[src/hdl/iprc_pkg.sv]
// Package for the ICMP probe reply classifier.
// Holds the header lengths, protocol codes, verdict codes and register indexes.
// No dependencies; every file of the block imports it.
`default_nettype none

package iprc_pkg;

    localparam int unsigned ByteW      = 8;
    localparam int unsigned SeqW       = 16;
    localparam int unsigned AddrW      = 32;
    localparam int unsigned PortW      = 16;
    localparam int unsigned CountW     = 16;
    localparam int unsigned HdrLenW    = 6;
    localparam int unsigned CfgDataW   = 32;
    localparam int unsigned CfgIndexW  = 1;
    localparam int unsigned STdataW    = 24;
    localparam int unsigned MTdataW    = 40;

    localparam logic [CountW-1:0] COUNT_MAX      = 16'hFFFF;
    localparam logic [CountW-1:0] MIN_IP_HEADER  = 16'd20;
    localparam logic [CountW-1:0] ICMP_HDR_BYTES = 16'd8;
    localparam logic [CountW-1:0] UDP_HDR_BYTES  = 16'd8;
    localparam logic [3:0]        IP_VERSION_4   = 4'd4;
    localparam logic [7:0]        PROTO_UDP      = 8'd17;
    localparam logic [7:0]        TYPE_TIME_EXCEEDED = 8'd11;
    localparam logic [7:0]        TYPE_UNREACHABLE   = 8'd3;
    localparam logic [PortW-1:0]  BASE_PORT_RESET    = 16'd33434;

    typedef enum logic [1:0] {
        VERDICT_IGNORED       = 2'd0,
        VERDICT_TIME_EXCEEDED = 2'd1,
        VERDICT_UNREACHABLE   = 2'd2
    } verdict_t;

    typedef enum logic [CfgIndexW-1:0] {
        REG_TARGET_ADDRESS = 1'd0,
        REG_BASE_PORT      = 1'd1
    } cfg_reg_t;

endpackage

`default_nettype wire

[src/hdl/icmp_probe_reply_classifier_unit.sv]
// Top level of the ICMP probe reply classifier: byte-wise packet parser and verdict.
// Depends on iprc_pkg; the checker in iprc_checker.sv binds to this module.
//
// Channel   Dir  Handshake          Payload
// s_        in   tvalid/tready      tdata {probe_seq[23:8], packet_byte[7:0]}, tlast
// m_        out  tvalid/tready      tdata {zero[39:34], router_address[33:2], verdict[1:0]}
// cfg_      in   we, no wait        index, wdata
//
// One byte is taken per cycle unless the input stalls. A byte goes into the input register
// and updates the field captures when it advances; for the final byte that same edge loads
// the verdict into the result register. Only a pending verdict that the sink does not take
// stalls the input, and only once the next final byte waits in the input register.
// Reset is synchronous; it clears per-packet state, valid flags and the target register.
`default_nettype none

module icmp_probe_reply_classifier_unit #(
    parameter int unsigned MAX_PACKET_BYTES = 65535
) (
    input  wire                               aclk,
    input  wire                               aresetn,
    input  wire                               s_tvalid,
    output logic                              s_tready,
    input  wire  [iprc_pkg::STdataW-1:0]      s_tdata,   // packet_byte[7:0], probe_seq[23:8]
    input  wire                               s_tlast,
    output logic                              m_tvalid,
    input  wire                               m_tready,
    output logic [iprc_pkg::MTdataW-1:0]      m_tdata,   // verdict[1:0], router_address[33:2]
    input  wire                               cfg_we,
    input  wire  [iprc_pkg::CfgIndexW-1:0]    cfg_index,
    input  wire  [iprc_pkg::CfgDataW-1:0]     cfg_wdata
);
    import iprc_pkg::*;

    localparam logic [CountW-1:0] MaxLen = CountW'(MAX_PACKET_BYTES);

    // Configuration registers.
    logic [AddrW-1:0] target_reg;
    logic [PortW-1:0] base_port_reg;

    // Input stage.
    logic              in_valid_reg;
    logic [ByteW-1:0]  in_byte_reg;
    logic [SeqW-1:0]   in_seq_reg;
    logic              in_last_reg;

    // Per-packet state.
    logic [CountW-1:0]  count_reg,      count_next;
    logic [HdrLenW-1:0] outer_len_reg,  outer_len_next;
    logic               version_ok_reg, version_ok_next;
    logic [7:0]         kind_reg,       kind_next;
    logic [HdrLenW-1:0] inner_len_reg,  inner_len_next;
    logic [7:0]         proto_reg,      proto_next;
    logic [AddrW-1:0]   inner_dst_reg,  inner_dst_next;
    logic [PortW-1:0]   udp_port_reg,   udp_port_next;
    logic [AddrW-1:0]   src_reg,        src_next;

    // Result stage.
    logic              out_valid_reg;
    verdict_t          out_verdict_reg, verdict_next;
    logic [AddrW-1:0]  out_router_reg;

    logic              advance;
    logic              load_out;
    logic [CountW-1:0] pos;
    logic [CountW-1:0] inner_off;
    logic [CountW-1:0] udp_off;
    logic [CountW-1:0] len;
    logic [CountW-1:0] icmp_end;
    logic [PortW-1:0]  want_port;
    logic              probe_ok;

    // A non-final byte never waits; a final byte waits for room in the result register.
    assign advance  = in_valid_reg && (!in_last_reg || !out_valid_reg || m_tready);
    assign load_out = advance && in_last_reg;
    assign s_tready = !in_valid_reg || advance;

    assign m_tvalid = out_valid_reg;
    assign m_tdata  = {(MTdataW - AddrW - 2)'(0), out_router_reg, out_verdict_reg};

    // Field captures at fixed offsets relative to the header lengths seen so far.
    always_comb begin
        pos       = count_reg;
        inner_off = CountW'(outer_len_reg) + ICMP_HDR_BYTES;
        udp_off   = inner_off + CountW'(inner_len_reg);

        count_next      = (count_reg == COUNT_MAX) ? count_reg : count_reg + 1'b1;
        outer_len_next  = outer_len_reg;
        version_ok_next = version_ok_reg;
        kind_next       = kind_reg;
        inner_len_next  = inner_len_reg;
        proto_next      = proto_reg;
        inner_dst_next  = inner_dst_reg;
        udp_port_next   = udp_port_reg;
        src_next        = src_reg;

        if (pos < MaxLen) begin
            if (pos == '0) begin
                version_ok_next = (in_byte_reg[7:4] == IP_VERSION_4);
                outer_len_next  = {in_byte_reg[3:0], 2'b00};
            end
            if (pos >= 16'd12 && pos <= 16'd15) begin
                src_next = {src_reg[AddrW-9:0], in_byte_reg};
            end
            // Offset captures start past the fixed header, so a short outer length
            // cannot overwrite the outer source address.
            if (pos >= MIN_IP_HEADER) begin
                if (pos == CountW'(outer_len_reg)) begin
                    kind_next = in_byte_reg;
                end
                if (pos == inner_off) begin
                    inner_len_next = {in_byte_reg[3:0], 2'b00};
                end
                if (pos == inner_off + 16'd9) begin
                    proto_next = in_byte_reg;
                end
                if (pos >= inner_off + 16'd16 && pos <= inner_off + 16'd19) begin
                    inner_dst_next = {inner_dst_reg[AddrW-9:0], in_byte_reg};
                end
                if (pos == udp_off + 16'd2 || pos == udp_off + 16'd3) begin
                    udp_port_next = {udp_port_reg[PortW-9:0], in_byte_reg};
                end
            end
        end
    end

    // Verdict on the state that includes the final byte.
    always_comb begin
        len       = (count_next > MaxLen) ? MaxLen : count_next;
        icmp_end  = CountW'(outer_len_next) + ICMP_HDR_BYTES;
        want_port = base_port_reg + in_seq_reg;
        probe_ok  = (len >= icmp_end + MIN_IP_HEADER + UDP_HDR_BYTES)
                 && (CountW'(inner_len_next) >= MIN_IP_HEADER)
                 && (proto_next == PROTO_UDP)
                 && (inner_dst_next == target_reg)
                 && (len >= icmp_end + CountW'(inner_len_next) + UDP_HDR_BYTES)
                 && (udp_port_next == want_port);

        verdict_next = VERDICT_IGNORED;
        if (len >= MIN_IP_HEADER && version_ok_next
                && CountW'(outer_len_next) >= MIN_IP_HEADER && len >= icmp_end
                && probe_ok) begin
            if (kind_next == TYPE_TIME_EXCEEDED) begin
                verdict_next = VERDICT_TIME_EXCEEDED;
            end else if (kind_next == TYPE_UNREACHABLE) begin
                verdict_next = VERDICT_UNREACHABLE;
            end
        end
    end

    always_ff @(posedge aclk) begin
        if (!aresetn) begin
            target_reg    <= '0;
            base_port_reg <= BASE_PORT_RESET;
        end else if (cfg_we) begin
            case (cfg_index)
                REG_TARGET_ADDRESS: target_reg    <= cfg_wdata;
                REG_BASE_PORT:      base_port_reg <= cfg_wdata[PortW-1:0];
                default:            ;
            endcase
        end
    end

    always_ff @(posedge aclk) begin
        if (!aresetn) begin
            in_valid_reg <= 1'b0;
        end else if (s_tready) begin
            in_valid_reg <= s_tvalid;
        end
    end

    always_ff @(posedge aclk) begin
        if (s_tvalid && s_tready) begin
            in_byte_reg <= s_tdata[ByteW-1:0];
            in_seq_reg  <= s_tdata[ByteW +: SeqW];
            in_last_reg <= s_tlast;
        end
    end

    always_ff @(posedge aclk) begin
        if (!aresetn || load_out) begin
            count_reg      <= '0;
            outer_len_reg  <= '0;
            version_ok_reg <= 1'b0;
            kind_reg       <= '0;
            inner_len_reg  <= '0;
            proto_reg      <= '0;
            inner_dst_reg  <= '0;
            udp_port_reg   <= '0;
            src_reg        <= '0;
        end else if (advance) begin
            count_reg      <= count_next;
            outer_len_reg  <= outer_len_next;
            version_ok_reg <= version_ok_next;
            kind_reg       <= kind_next;
            inner_len_reg  <= inner_len_next;
            proto_reg      <= proto_next;
            inner_dst_reg  <= inner_dst_next;
            udp_port_reg   <= udp_port_next;
            src_reg        <= src_next;
        end
    end

    always_ff @(posedge aclk) begin
        if (!aresetn) begin
            out_valid_reg <= 1'b0;
        end else begin
            out_valid_reg <= load_out || (out_valid_reg && !m_tready);
        end
    end

    always_ff @(posedge aclk) begin
        if (load_out) begin
            out_verdict_reg <= verdict_next;
            out_router_reg  <= (verdict_next == VERDICT_IGNORED) ? '0 : src_next;
        end
    end

endmodule

`default_nettype wire

[config.mk]
export PLATFORM = sky130hd
export DESIGN_NAME = icmp_probe_reply_classifier_unit
export DESIGN_NICKNAME = d
export VERILOG_FILES = /design/src/hdl/iprc_pkg.sv /design/src/hdl/icmp_probe_reply_classifier_unit.sv
export SDC_FILE = /design/constraint.sdc
export NUM_CORES = 1
export LEC_CHECK = 0
export BUFFER_PORTS_ARGS = -buffer_cell sky130_fd_sc_hd__buf_2
export CAP_MARGIN = 40
export CORE_ASPECT_RATIO = 0.6
export CORE_UTILIZATION = 30
export CTS_BUF_LIST = sky130_fd_sc_hd__clkbuf_16
export DETAILED_ROUTE_END_ITERATION = 8
export HOLD_SLACK_MARGIN = 0.06
export PLACE_DENSITY = 0.43
export REMOVE_ABC_BUFFERS = 1
export SLEW_MARGIN = 0
export SYNTH_ARGS = -nofsm -noshare
export SYNTH_HDL_FRONTEND = slang
export SYNTH_SLANG_ARGS = --single-unit
[constraint.sdc]
create_clock -name aclk -period 8.9 [get_ports aclk]
set_input_delay 0.445 -clock aclk [delete_from_list [all_inputs] [get_ports aclk]]
set_output_delay 0.445 -clock aclk [all_outputs]
set_load 0.05 [all_outputs]
==> results.py, run 1 <==
metrics = {
    "grt": {
        "grt_usage_pct": 18.0,
        "grt_antenna_before_repair": 0,
        "grt-ovfl-total": 0,
        "grt_pass1_wl_um": 67900,
        "grt_start_max_net_pins": 64,
        "grt_pass1_vias": 11027,
    },
    "logic_synthesis": {
        "syn_area_mm2": 0.0143,
        "async_flop_share_pct": 0,
        "yosysWarnings": 0,
        "yosysSeqAreaShare_pct": 36.9,
        "ys_ff_latch": 234,
        "synth_edf_count": 59,
        "synth_compound_area_share_pct": 15.4,
        "synth_top_area_cell": "dfxtp_1",
        "synth_adder_area_share_pct": 8.10,
        "muxShareOfSynthArea_pct": 3.88,
        "ys_types": 84,
        "synthXorXnorAreaFrac_pct": 6.98,
        "synth_top_area_share_pct": 24.5,
        "synthCells": 1674,
        "avgSynthCellArea_um2": 8.54,
        "ys.flop_type": "dfxtp_1",
        "synth-simple-area-share_pct": 23.8,
        "synth_top_family_by_area": "simple AND/OR/NAND/NOR gates",
        "yosys-top-cells-area": "dfxtp_1 24%, edfxtp_1 12%, nand2_1 9.1%",
    },
    "cts": {
        "cts_setup_buffers": 0,
        "cts_tree": "built",
        "cts.htree.levels": 1,
        "clock_path_buffers": 3,
        "clock_sinks": 234,
        "clock_latency_ps": 540,
        "cts_root_buf": "clkbuf_16",
        "cts_buffers": 25,
        "path_clk_slew_ps": 60,
    },
    "cells_and_area": {
        "fin_nets": 1892,
        "final_util_pct": 35.2,
        "regArea_mm2": 0.00528,
        "fill_cells": 4880,
        "antenna_cells": 0,
        "final_area_mm2": 0.0164,
        "drive_above_1_share_pct": 12.5,
        "multi_input_area_mm2": 0.00838,
        "area_growth_pct": 14.6,
    },
    "sta": {
        "slew_headroom_pct": 41.4,
        "rsz0062_at_grt": "no",
        "finalSetupViolations": 0,
        "fin_ws_ps": 2480,
        "period_needed_ps": 6420,
        "setup_tns_ps": 0,
        "fin_crit_sh_pct": 72.2,
        "final_max_slew_viol_count": 0,
        "worst_slew_pin_slew_ps": 876,
        "finalClockSkew_ps": 16.6,
        "hold_viol": 0,
        "fmax_mhz": 156,
    },
    "routing": {
        "dr.pass1.iters": 6,
        "vias_per_cell": 5.03,
        "drc_errors": 0,
        "post_drt_wl_per_cell_um": 18.5,
        "ant_nets": 0,
        "drtIter0Drc": 897,
        "via_count": 11997,
        "totalWireLength_um": 44100,
    },
    "power_and_ir_drop": {
        "p_leak_uw": 0.00613,
        "clockPowerShare_pct": 41.2,
        "p_sw_share_pct": 27.6,
        "peakVddDrop_mv": 0.112,
        "switchingPower_uw": 694,
        "power.density_mw_per_mm2": 154,
        "p_int_uw": 1820,
        "combPwrFrac_pct": 13.8,
        "seqPwrFrac_pct": 45.0,
        "power.total_uw": 2520,
    },
    "placed_design": {
        "globalplace.congestion": 0.939,
        "dpl_worst_slack_ps": 2540,
        "placed_area_mm2": 0.0155,
        "io_buffers": 98,
        "post-dp-hpwl_um": 32300,
    },
    "floorplanning": {
        "start_util_pct": 30.7,
        "core_mm2": 0.0466,
        "rows": 61,
        "fp.dieH_um": 171,
        "die_x_um": 284,
        "ioPinCount": 105,
        "fp.dieArea_mm2": 0.0486,
    },
    "critical_path": {
        "cp-start-kind": "flop",
        "crit_type": "flop to flop",
        "worstPathMaxFanout": 26,
        "arrival_ps": 6770,
        "required_ps": 9240,
        "end_kind": "flop",
    },
    "flow_run": {
        "maxCapViolations": 0,
    },
    "status": {
        "status": "finished clean",
    },
    "worst_hold_path": {
        "hold_path.class": "input port to flop",
    },
}
synthesized netlist by cell type (42+ instances only):
master and instances:
nand3_1 42, dfxtp_1 175, mux2i_1 43, clkbuf_1 84
xnor2_1 60, inv_1 64, nor2_1 91, edfxtp_1 59
a21oi_1 145, xor2_1 54, a21boi_0 44, ha_1 87
nand2_1 347
critical path, stage by stage (launching register included):
cell      delay (ps)
dfxtp_1          630
inv_1            210
ha_1             630
ha_1             330
nor3b_1          340
nand4b_4         230
mux2_2           340
ha_1             290
ha_1             290
a21o_1           150
a21oi_1          220
xnor2_1          100
ha_1             300
nand2_1           50
o21ai_0          220
a31o_2           190
a21oi_1           70
a211oi_1         200
o221ai_1         190
nor3_2           290
nand4_4          280
buf_12           280
nor4b_1          350
cells in the final DEF, fill, tap and decap left out, types with 44 or more instances in the layout:
cell type / netlist / routed
a21boi_0: 44 / 44
a21oi_1: 145 / 145
buf_2: 12 / 99
dfxtp_1: 175 / 175
edfxtp_1: 59 / 59
ha_1: 87 / 87
inv_1: 64 / 69
nand2_1: 347 / 346
nor2_1: 91 / 89
xnor2_1: 60 / 60
xor2_1: 54 / 54
final cells by class:
| class | instances | share of cell area [%] |
|---|---|---|
| Timing Repair Buffer | 141 | 5.62 |
| Inverter | 64 | 1.47 |
| Multi-Input combinational cell | 1273 | 51.1 |
| Sequential cell | 234 | 32.2 |
| Clock buffer | 26 | 3.97 |
| Clock inverter | 18 | 0.817 |
| Tap cell | 630 | 4.81 |
per-stage QoR:
stage,instances,hold WS (ps)
3_3_place_gp,2321,439
4_1_cts,2384,60.4
6_report,2386,91.6
3_5_place_dp,2326,447
2_1_floorplan,1571,427
5_1_grt,2386,62.7
cell families (layout without fill, tap and decap cells):
family	count (synthesis)	count (layout)
AND/OR/NAND/NOR	669	669
AO/OA/AOI/OAI	339	339
flip-flops	234	234
buffers and inverters	172	249
XOR/XNOR	114	114
adder cells (fa/ha/maj)	91	91
multiplexers	54	54
other	1	6
layer usage:
layer	global-route usage [%]	share of wire (%)	vias to the layer above
met1	29.4	56	5722
li1	-	-	5976
met2	23.2	37	261
met4	3.36	1.5	0
met5	0	0	-
met3	3.40	5.6	38
path summary, 6_finish.rpt:
kind,from,endpoint,slack (ps),cells after the start
max,outer_len_reg[3],out_router_reg[1],2480,22
min,s_tdata[1],in_byte_reg[1],90,1
max reg2reg,outer_len_reg[3],out_router_reg[1],2480,22
min reg2reg,kind_reg[7],kind_reg[7],450,2
power groups by stage:
| stage | combinational, µW | clock [µW] | sequential [µW] |
|---|---|---|---|
| global route | 387 | 1110 | 1140 |
| detailed placement | 342 | 0 | 1160 |
| CTS | 349 | 1070 | 1130 |
| finish | 349 | 1040 | 1130 |
| floorplan | 220 | 0 | 1150 |
| global placement | 335 | 0 | 1160 |
timing repair:
action	CTS	global route
resized for setup	0	0
hold endpoints to repair	14	1
hold buffers	14	1
No activity file was read; power rests on OpenSTA's default activity.
==> inputs of run 2 (changes only) <==
- clock period: 8.9 -> 6.7 ns (I/O delays scaled with it)
==> run 2 against run 1 <==
Compared with the run above:
- die area unchanged
- design area up 3.1%
- non-clock buffer count is 54 higher
- power rose by 36%
==> results.py, run 2 (synthesized netlist as in run 1, its figures left out) <==
metrics = {
    "placed_design": {
        "globalplace.congestion": 0.888,
        "io_buffers": 98,
        "place_inst": 2340,
        "post-dp-hpwl_um": 32500,
    },
    "worst_hold_path": {
        "hold_path.class": "input port to flop",
    },
    "power_and_ir_drop": {
        "power.density_mw_per_mm2": 203,
        "clockPowerShare_pct": 42.0,
        "p_leak_uw": 0.00639,
        "peakVddDrop_mv": 0.172,
        "switchingPower_uw": 944,
        "p_sw_share_pct": 27.5,
        "p_int_uw": 2480,
        "combPwrFrac_pct": 14.1,
        "seqPwrFrac_pct": 43.9,
    },
    "sta": {
        "slew_headroom_pct": 31.5,
        "worst_slew_pin_slew_ps": 1030,
        "setup_tns_ps": 0,
        "final_max_slew_viol_count": 0,
        "finalClockSkew_ps": 18.8,
        "hold_viol": 0,
        "period_needed_ps": 6180,
        "rsz0062_at_grt": "no",
        "finalSetupViolations": 0,
        "fmax_mhz": 162,
        "fin_crit_sh_pct": 92.3,
    },
    "cts": {
        "clock_sinks": 234,
        "clock_latency_ps": 560,
        "cts_tree": "built",
        "cts_buffers": 26,
        "cts_setup_buffers": 0,
        "ctsHoldBuffers": 56,
        "cts_resized": 0,
        "cts_root_buf": "clkbuf_16",
        "cts.htree.levels": 1,
        "path_clk_slew_ps": 60,
        "clock_path_buffers": 3,
    },
    "grt": {
        "use_met3_pct": 2.75,
        "grt_pass1_vias": 11434,
        "grtUsageMet1_pct": 30.5,
        "grt_pass1_wl_um": 70400,
        "grt_busiest_layer": "met1",
        "grt_usage_pct": 18.4,
        "grt_start_max_net_pins": 76,
        "grt-ovfl-total": 0,
        "grt_antenna_before_repair": 0,
        "met2_usage_pct": 24.4,
    },
    "routing": {
        "drtIter0Drc": 1031,
        "drc_errors": 0,
        "vias_per_cell": 5.03,
        "post_drt_wl_per_cell_um": 18.4,
        "totalWireLength_um": 45000,
        "via_count": 12286,
        "ant_nets": 0,
        "dr.pass1.iters": 5,
    },
    "floorplanning": {
        "fp.dieH_um": 171,
        "ioPinCount": 105,
        "core_mm2": 0.0466,
        "start_util_pct": 30.7,
        "die_x_um": 284,
        "rows": 61,
        "fp.dieArea_mm2": 0.0486,
    },
    "critical_path": {
        "end_kind": "flop",
        "cp-start-kind": "flop",
        "crit_path_frequent_cell": "ha_1",
        "crit_buf_inv": 3,
        "required_ps": 7050,
        "path_cells": "or4_4 -> or4b_1 -> mux2i_1 -> inv_1 -> ha_1 -> ha_1 -> ha_1 -> inv_1 -> o21bai_1 -> a21oi_1 -> xor2_1 -> ha_1 -> a21o_1 -> a31o_2 -> a21oi_1 -> a211oi_1 -> o221ai_1 -> nor3_2 -> nand4_4 -> buf_12 -> nor4b_1",
        "cpPeakStageDelay_ps": 780,
        "cp_top_family": "simple AND/OR/NAND/NOR gates",
        "worstPathMaxFanout": 25,
        "slowest_stage": "or4b_1",
        "arrival_ps": 6530,
        "crit_type": "flop to flop",
    },
    "cells_and_area": {
        "antenna_cells": 0,
        "regArea_mm2": 0.00528,
        "final_cell_count_no_fill": 2443,
        "mostFrequentLayoutCells": "346 x nand2_1, 175 x dfxtp_1, 145 x a21oi_1",
        "area_growth_pct": 18.2,
        "fill_cells": 4809,
        "multi_input_area_mm2": 0.00838,
        "final_common_cell": "nand2_1",
        "fin_nets": 1947,
        "drive_above_1_share_pct": 12.9,
    },
    "status": {
        "status": "finished clean",
    },
    "flow_run": {
        "maxCapViolations": 0,
    },
}
[run 2: cell count changes in the layout (fill, tap and decap cells not counted), moves of 2 or more]
cell           delta
buf_4            +16
clkbuf_16         +2
dlygate4sd3_1    +41
inv_1             +3
inv_6             -2
[run 2: power by group through the flow]
stage	clock network [µW]	registers, µW	logic [µW]
final	1440	1500	483
after global routing	1540	1510	536
after CTS	1480	1500	482
after detailed placement	0	1540	455
after global placement	0	1540	452
after floorplan	0	1530	292
[run 2: cell type report]
cell class,count,area share (%)
Sequential cell,234,31.2
Timing Repair Buffer,195,8.21
Multi-Input combinational cell,1273,49.6
Clock inverter,19,0.777
Inverter,64,1.42
Clock buffer,28,4.14
Tap cell,630,4.66
[run 2: per-layer routing]
metal | up-vias | wire [µm] | part of all wire (%)
met4 | 0 | 456 | 1.0
met2 | 305 | 16800 | 37
met5 | - | 0 | 0
li1 | 6099 | - | -
met3 | 35 | 2460 | 5.5
met1 | 5847 | 25300 | 56
[run 2: path summary, 6_finish.rpt]
path / start / to / slack, ps / cells after the start
setup / recovery: count_reg[10] / out_router_reg[1] / 520 / 21
setup reg to reg: count_reg[10] / out_router_reg[1] / 520 / 21
hold / removal: cfg_wdata[14] / base_port_reg[14] / 80 / 3
hold reg to reg: src_reg[28] / src_reg[28] / 450 / 2
[run 2: through the flow]
stage | cell area (µm²) | power [µW] | utilization, % | worst slack [ps] | hold slack, ps
2_1_floorplan | 13800 | 1820 | - | 994 | 407
3_3_place_gp | 15500 | 1990 | 33.2 | 380 | 440
3_5_place_dp | 15500 | 1990 | 33.3 | 546 | 447
4_1_cts | 16900 | 3470 | 36.3 | 524 | 65.5
5_1_grt | 16900 | 3580 | 36.3 | 133 | 68.1
6_report | 16900 | 3430 | 36.3 | 519 | 82.6
[run 2: worst min-delay path: stages]
cell,delay (ps)
buf_2,110
nand2_1,70
a21boi_0,70
==> inputs of run 3 (changes only) <==
- ABC_AREA: not set -> 1
- CELL_PAD_IN_SITES_DETAIL_PLACEMENT: not set -> 1
- CELL_PAD_IN_SITES_GLOBAL_PLACEMENT: not set -> 2
- PLACE_DENSITY: 0.43 -> 0.69
==> run 3 against run 2 <==
Compared with the run above:
- sequential power increased by 5%
- combinational power increased by 66%
- area after synthesis increased by 1.5%
- count of clock-buffer cells in the layout decreased by 1
- die area increased by 1.5%
- sequential cell count unchanged
- first-iteration DRC count decreased by 25%
- sequential share of layout area decreased by 0.20 points
- maximum frequency increased by 6.2%
- critical path depth increased by 7
- wire length increased by 13%
- register-to-register slack improved by 360 ps
==> results.py, run 3 <==
metrics = {
    "sta": {
        "finalSetupViolations": 0,
        "period_needed_ps": 5820,
        "fin_crit_sh_pct": 86.9,
        "slew_headroom_pct": 39.6,
        "worst_slew_pin_slew_ps": 906,
        "fin_ws_ps": 880,
        "hold_viol": 0,
        "fmax_mhz": 172,
        "setup_tns_ps": 0,
        "final_max_slew_viol_count": 0,
        "rsz0062_at_grt": "no",
        "finalClockSkew_ps": 35.2,
    },
    "critical_path": {
        "required_ps": 6980,
        "crit_buf_inv": 4,
        "end_kind": "flop",
        "slowest_stage": "dfxtp_1",
        "r2r_end": "out_router_reg[1]",
        "crit_type": "flop to flop",
        "worstReg2RegStart": "outer_len_reg[3]",
        "crit_path_frequent_cell": "nand2_1",
        "reg2reg_slack_ps": 880,
        "worstPathMaxFanout": 32,
        "worstRegToRegCells": 28,
        "cp_top_family": "adder cells",
        "cp-start-kind": "flop",
        "arrival_ps": 6100,
        "cpPeakStageDelay_ps": 510,
    },
    "placed_design": {
        "post-dp-hpwl_um": 37500,
        "globalplace.congestion": 0.839,
        "io_buffers": 98,
        "dpl_worst_slack_ps": 870,
        "placed_area_mm2": 0.0157,
    },
    "routing": {
        "vias_per_cell": 4.78,
        "drc_errors": 0,
        "ant_nets": 0,
        "totalWireLength_um": 50800,
        "dr.pass1.iters": 4,
        "drtIter0Drc": 773,
        "via_count": 13803,
        "post_drt_wl_per_cell_um": 17.6,
    },
    "cts": {
        "cts_root_buf": "clkbuf_16",
        "cts_setup_buffers": 0,
        "cts_buffers": 26,
        "cts.htree.levels": 1,
        "clock_latency_ps": 570,
        "clock_sinks": 234,
        "path_clk_slew_ps": 80,
        "cts_tree": "built",
        "clock_path_buffers": 3,
    },
    "grt": {
        "grt_antenna_before_repair": 1,
        "grt_pass1_vias": 13383,
        "grt-ovfl-total": 0,
        "grt_pass1_wl_um": 79000,
        "grt_start_max_net_pins": 75,
        "grt_usage_pct": 20.6,
    },
    "flow_run": {
        "maxCapViolations": 0,
    },
    "power_and_ir_drop": {
        "p_sw_share_pct": 31.8,
        "p_int_uw": 2660,
        "combPwrFrac_pct": 20.6,
        "power.density_mw_per_mm2": 229,
        "clockPowerShare_pct": 39.0,
        "peakVddDrop_mv": 0.168,
        "power.total_uw": 3910,
        "p_leak_uw": 0.00833,
        "seqPwrFrac_pct": 40.4,
        "switchingPower_uw": 1240,
    },
    "worst_hold_path": {
        "worstHoldStart": "cfg_wdata[14]",
        "hold_path.class": "input port to flop",
        "whs_endpoint": "base_port_reg[14]",
        "min_path_cells": 3,
    },
    "floorplanning": {
        "die_x_um": 286,
        "ioPinCount": 105,
        "rows": 62,
        "fp.dieArea_mm2": 0.0493,
        "fp.dieH_um": 172,
        "start_util_pct": 30.4,
        "core_mm2": 0.0478,
    },
    "cells_and_area": {
        "area_growth_pct": 17.2,
        "drive_above_1_share_pct": 10.1,
        "final_area_mm2": 0.0170,
        "final_common_cell": "nand2_1",
        "fill_cells": 6078,
        "antenna_cells": 0,
        "regArea_mm2": 0.00528,
        "multi_input_area_mm2": 0.00763,
        "mostFrequentLayoutCells": "516 x nand2_1, 323 x inv_1, 196 x nor2_1",
        "fin_nets": 2379,
    },
    "logic_synthesis": {
        "yosys-top-cells-area": "dfxtp_1 24%, nand2_1 13%, edfxtp_1 12%",
        "synth_top_area_share_pct": 24.1,
        "syn_area_mm2": 0.0145,
        "avgSynthCellArea_um2": 6.88,
        "ys_types": 47,
        "async_flop_share_pct": 0,
        "synth_top_area_cell": "dfxtp_1",
        "ys.flop_type": "dfxtp_1",
        "yosysWarnings": 0,
        "ys_ff_latch": 234,
        "synthCells": 2111,
        "synth_most_common_cell": "nand2_1",
        "yosysSeqAreaShare_pct": 36.3,
        "synth.top_cells.by_count": "518 x nand2_1, 317 x inv_1, 196 x nor2_1",
        "synth_edf_count": 59,
    },
    "status": {
        "status": "finished clean",
    },
}
==> run 3: cell types whose count changed in the layout (fill, tap and decap cells not counted), sizes merged, moves of 41 or more <==
cell,previous run,this run
inv,73,337
nand2,347,526
o21ai,30,208
nor2,92,230
nand3,42,135
xnor2,60,10
a21oi,145,104
mux2i,43,2
==> run 3: worst max path at each step <==
| stage | from | end | slack [ps] | cells past startpoint |
|---|---|---|---|---|
| after floorplan | m_tvalid | inner_dst_reg[14] | 480 | 10 |
| after global placement | outer_len_reg[3] | out_router_reg[1] | 1010 | 34 |
| after detailed placement | outer_len_reg[3] | out_router_reg[0] | 870 | 28 |
| after CTS | outer_len_reg[3] | out_router_reg[0] | 850 | 31 |
| after global routing | outer_len_reg[3] | out_router_reg[1] | 340 | 34 |
| final | outer_len_reg[3] | out_router_reg[1] | 880 | 28 |
==> run 3: cells by family after synthesis <==
group,share of synthesized area (%)
simple gates,27.0
buf+inv,11.3
compound gates,14.7
flops,36.3
fa+ha+maj,7.91
xor+xnor,2.59
mux,0.138
other cells,0.0258
==> run 3: routing by layer <==
layer  track usage, %  vias to the layer above  part of all wire, %
li1                 -                     7007                    -
met4             3.14                        0                  1.3
met3             2.34                       46                  3.6
met1             32.5                     6554                   56
met2             29.7                      196                   39
met5                0                        -                    0
==> run 3: layout make-up <==
type	count	share of cell area, %
Inverter	334	7.38
Tap cell	640	4.71
Timing Repair Buffer	167	6.96
Multi-Input combinational cell	1463	44.8
Clock inverter	21	1.15
Clock buffer	27	3.97
Sequential cell	234	31.0
==> run 3: power by group through the flow <==
stage | Sequential, µW | Clock [µW] | Combinational, µW
after global routing | 1580 | 1640 | 911
after detailed placement | 1610 | 0 | 784
after global placement | 1600 | 0 | 760
after CTS | 1580 | 1570 | 809
final | 1580 | 1520 | 804
after floorplan | 1600 | 0 | 498
==> run 3: timing repair <==
action                    in CTS  in global routing
hold buffers                  44                  0
resized for setup              0                  0
hold endpoints to repair      46                  0
==> run 3: per-stage QoR <==
stage | instances | util (%) | hold WS, ps
after floorplan | 2031 | - | 419
after global routing | 2886 | 35.6 | 83.7
final | 2886 | 35.6 | 81.9
after detailed placement | 2794 | 32.9 | 456
after CTS | 2886 | 35.6 | 65.9
after global placement | 2791 | 32.7 | 459
==> run 3: worst reg2reg max path: cells and delay by family, from the launching register on <==
family	cells	cell delay, ps
compound gates	3	800
flops	1	510
simple gates	15	1460
buf+inv	4	790
fa+ha+maj	5	1790
xor+xnor	1	210
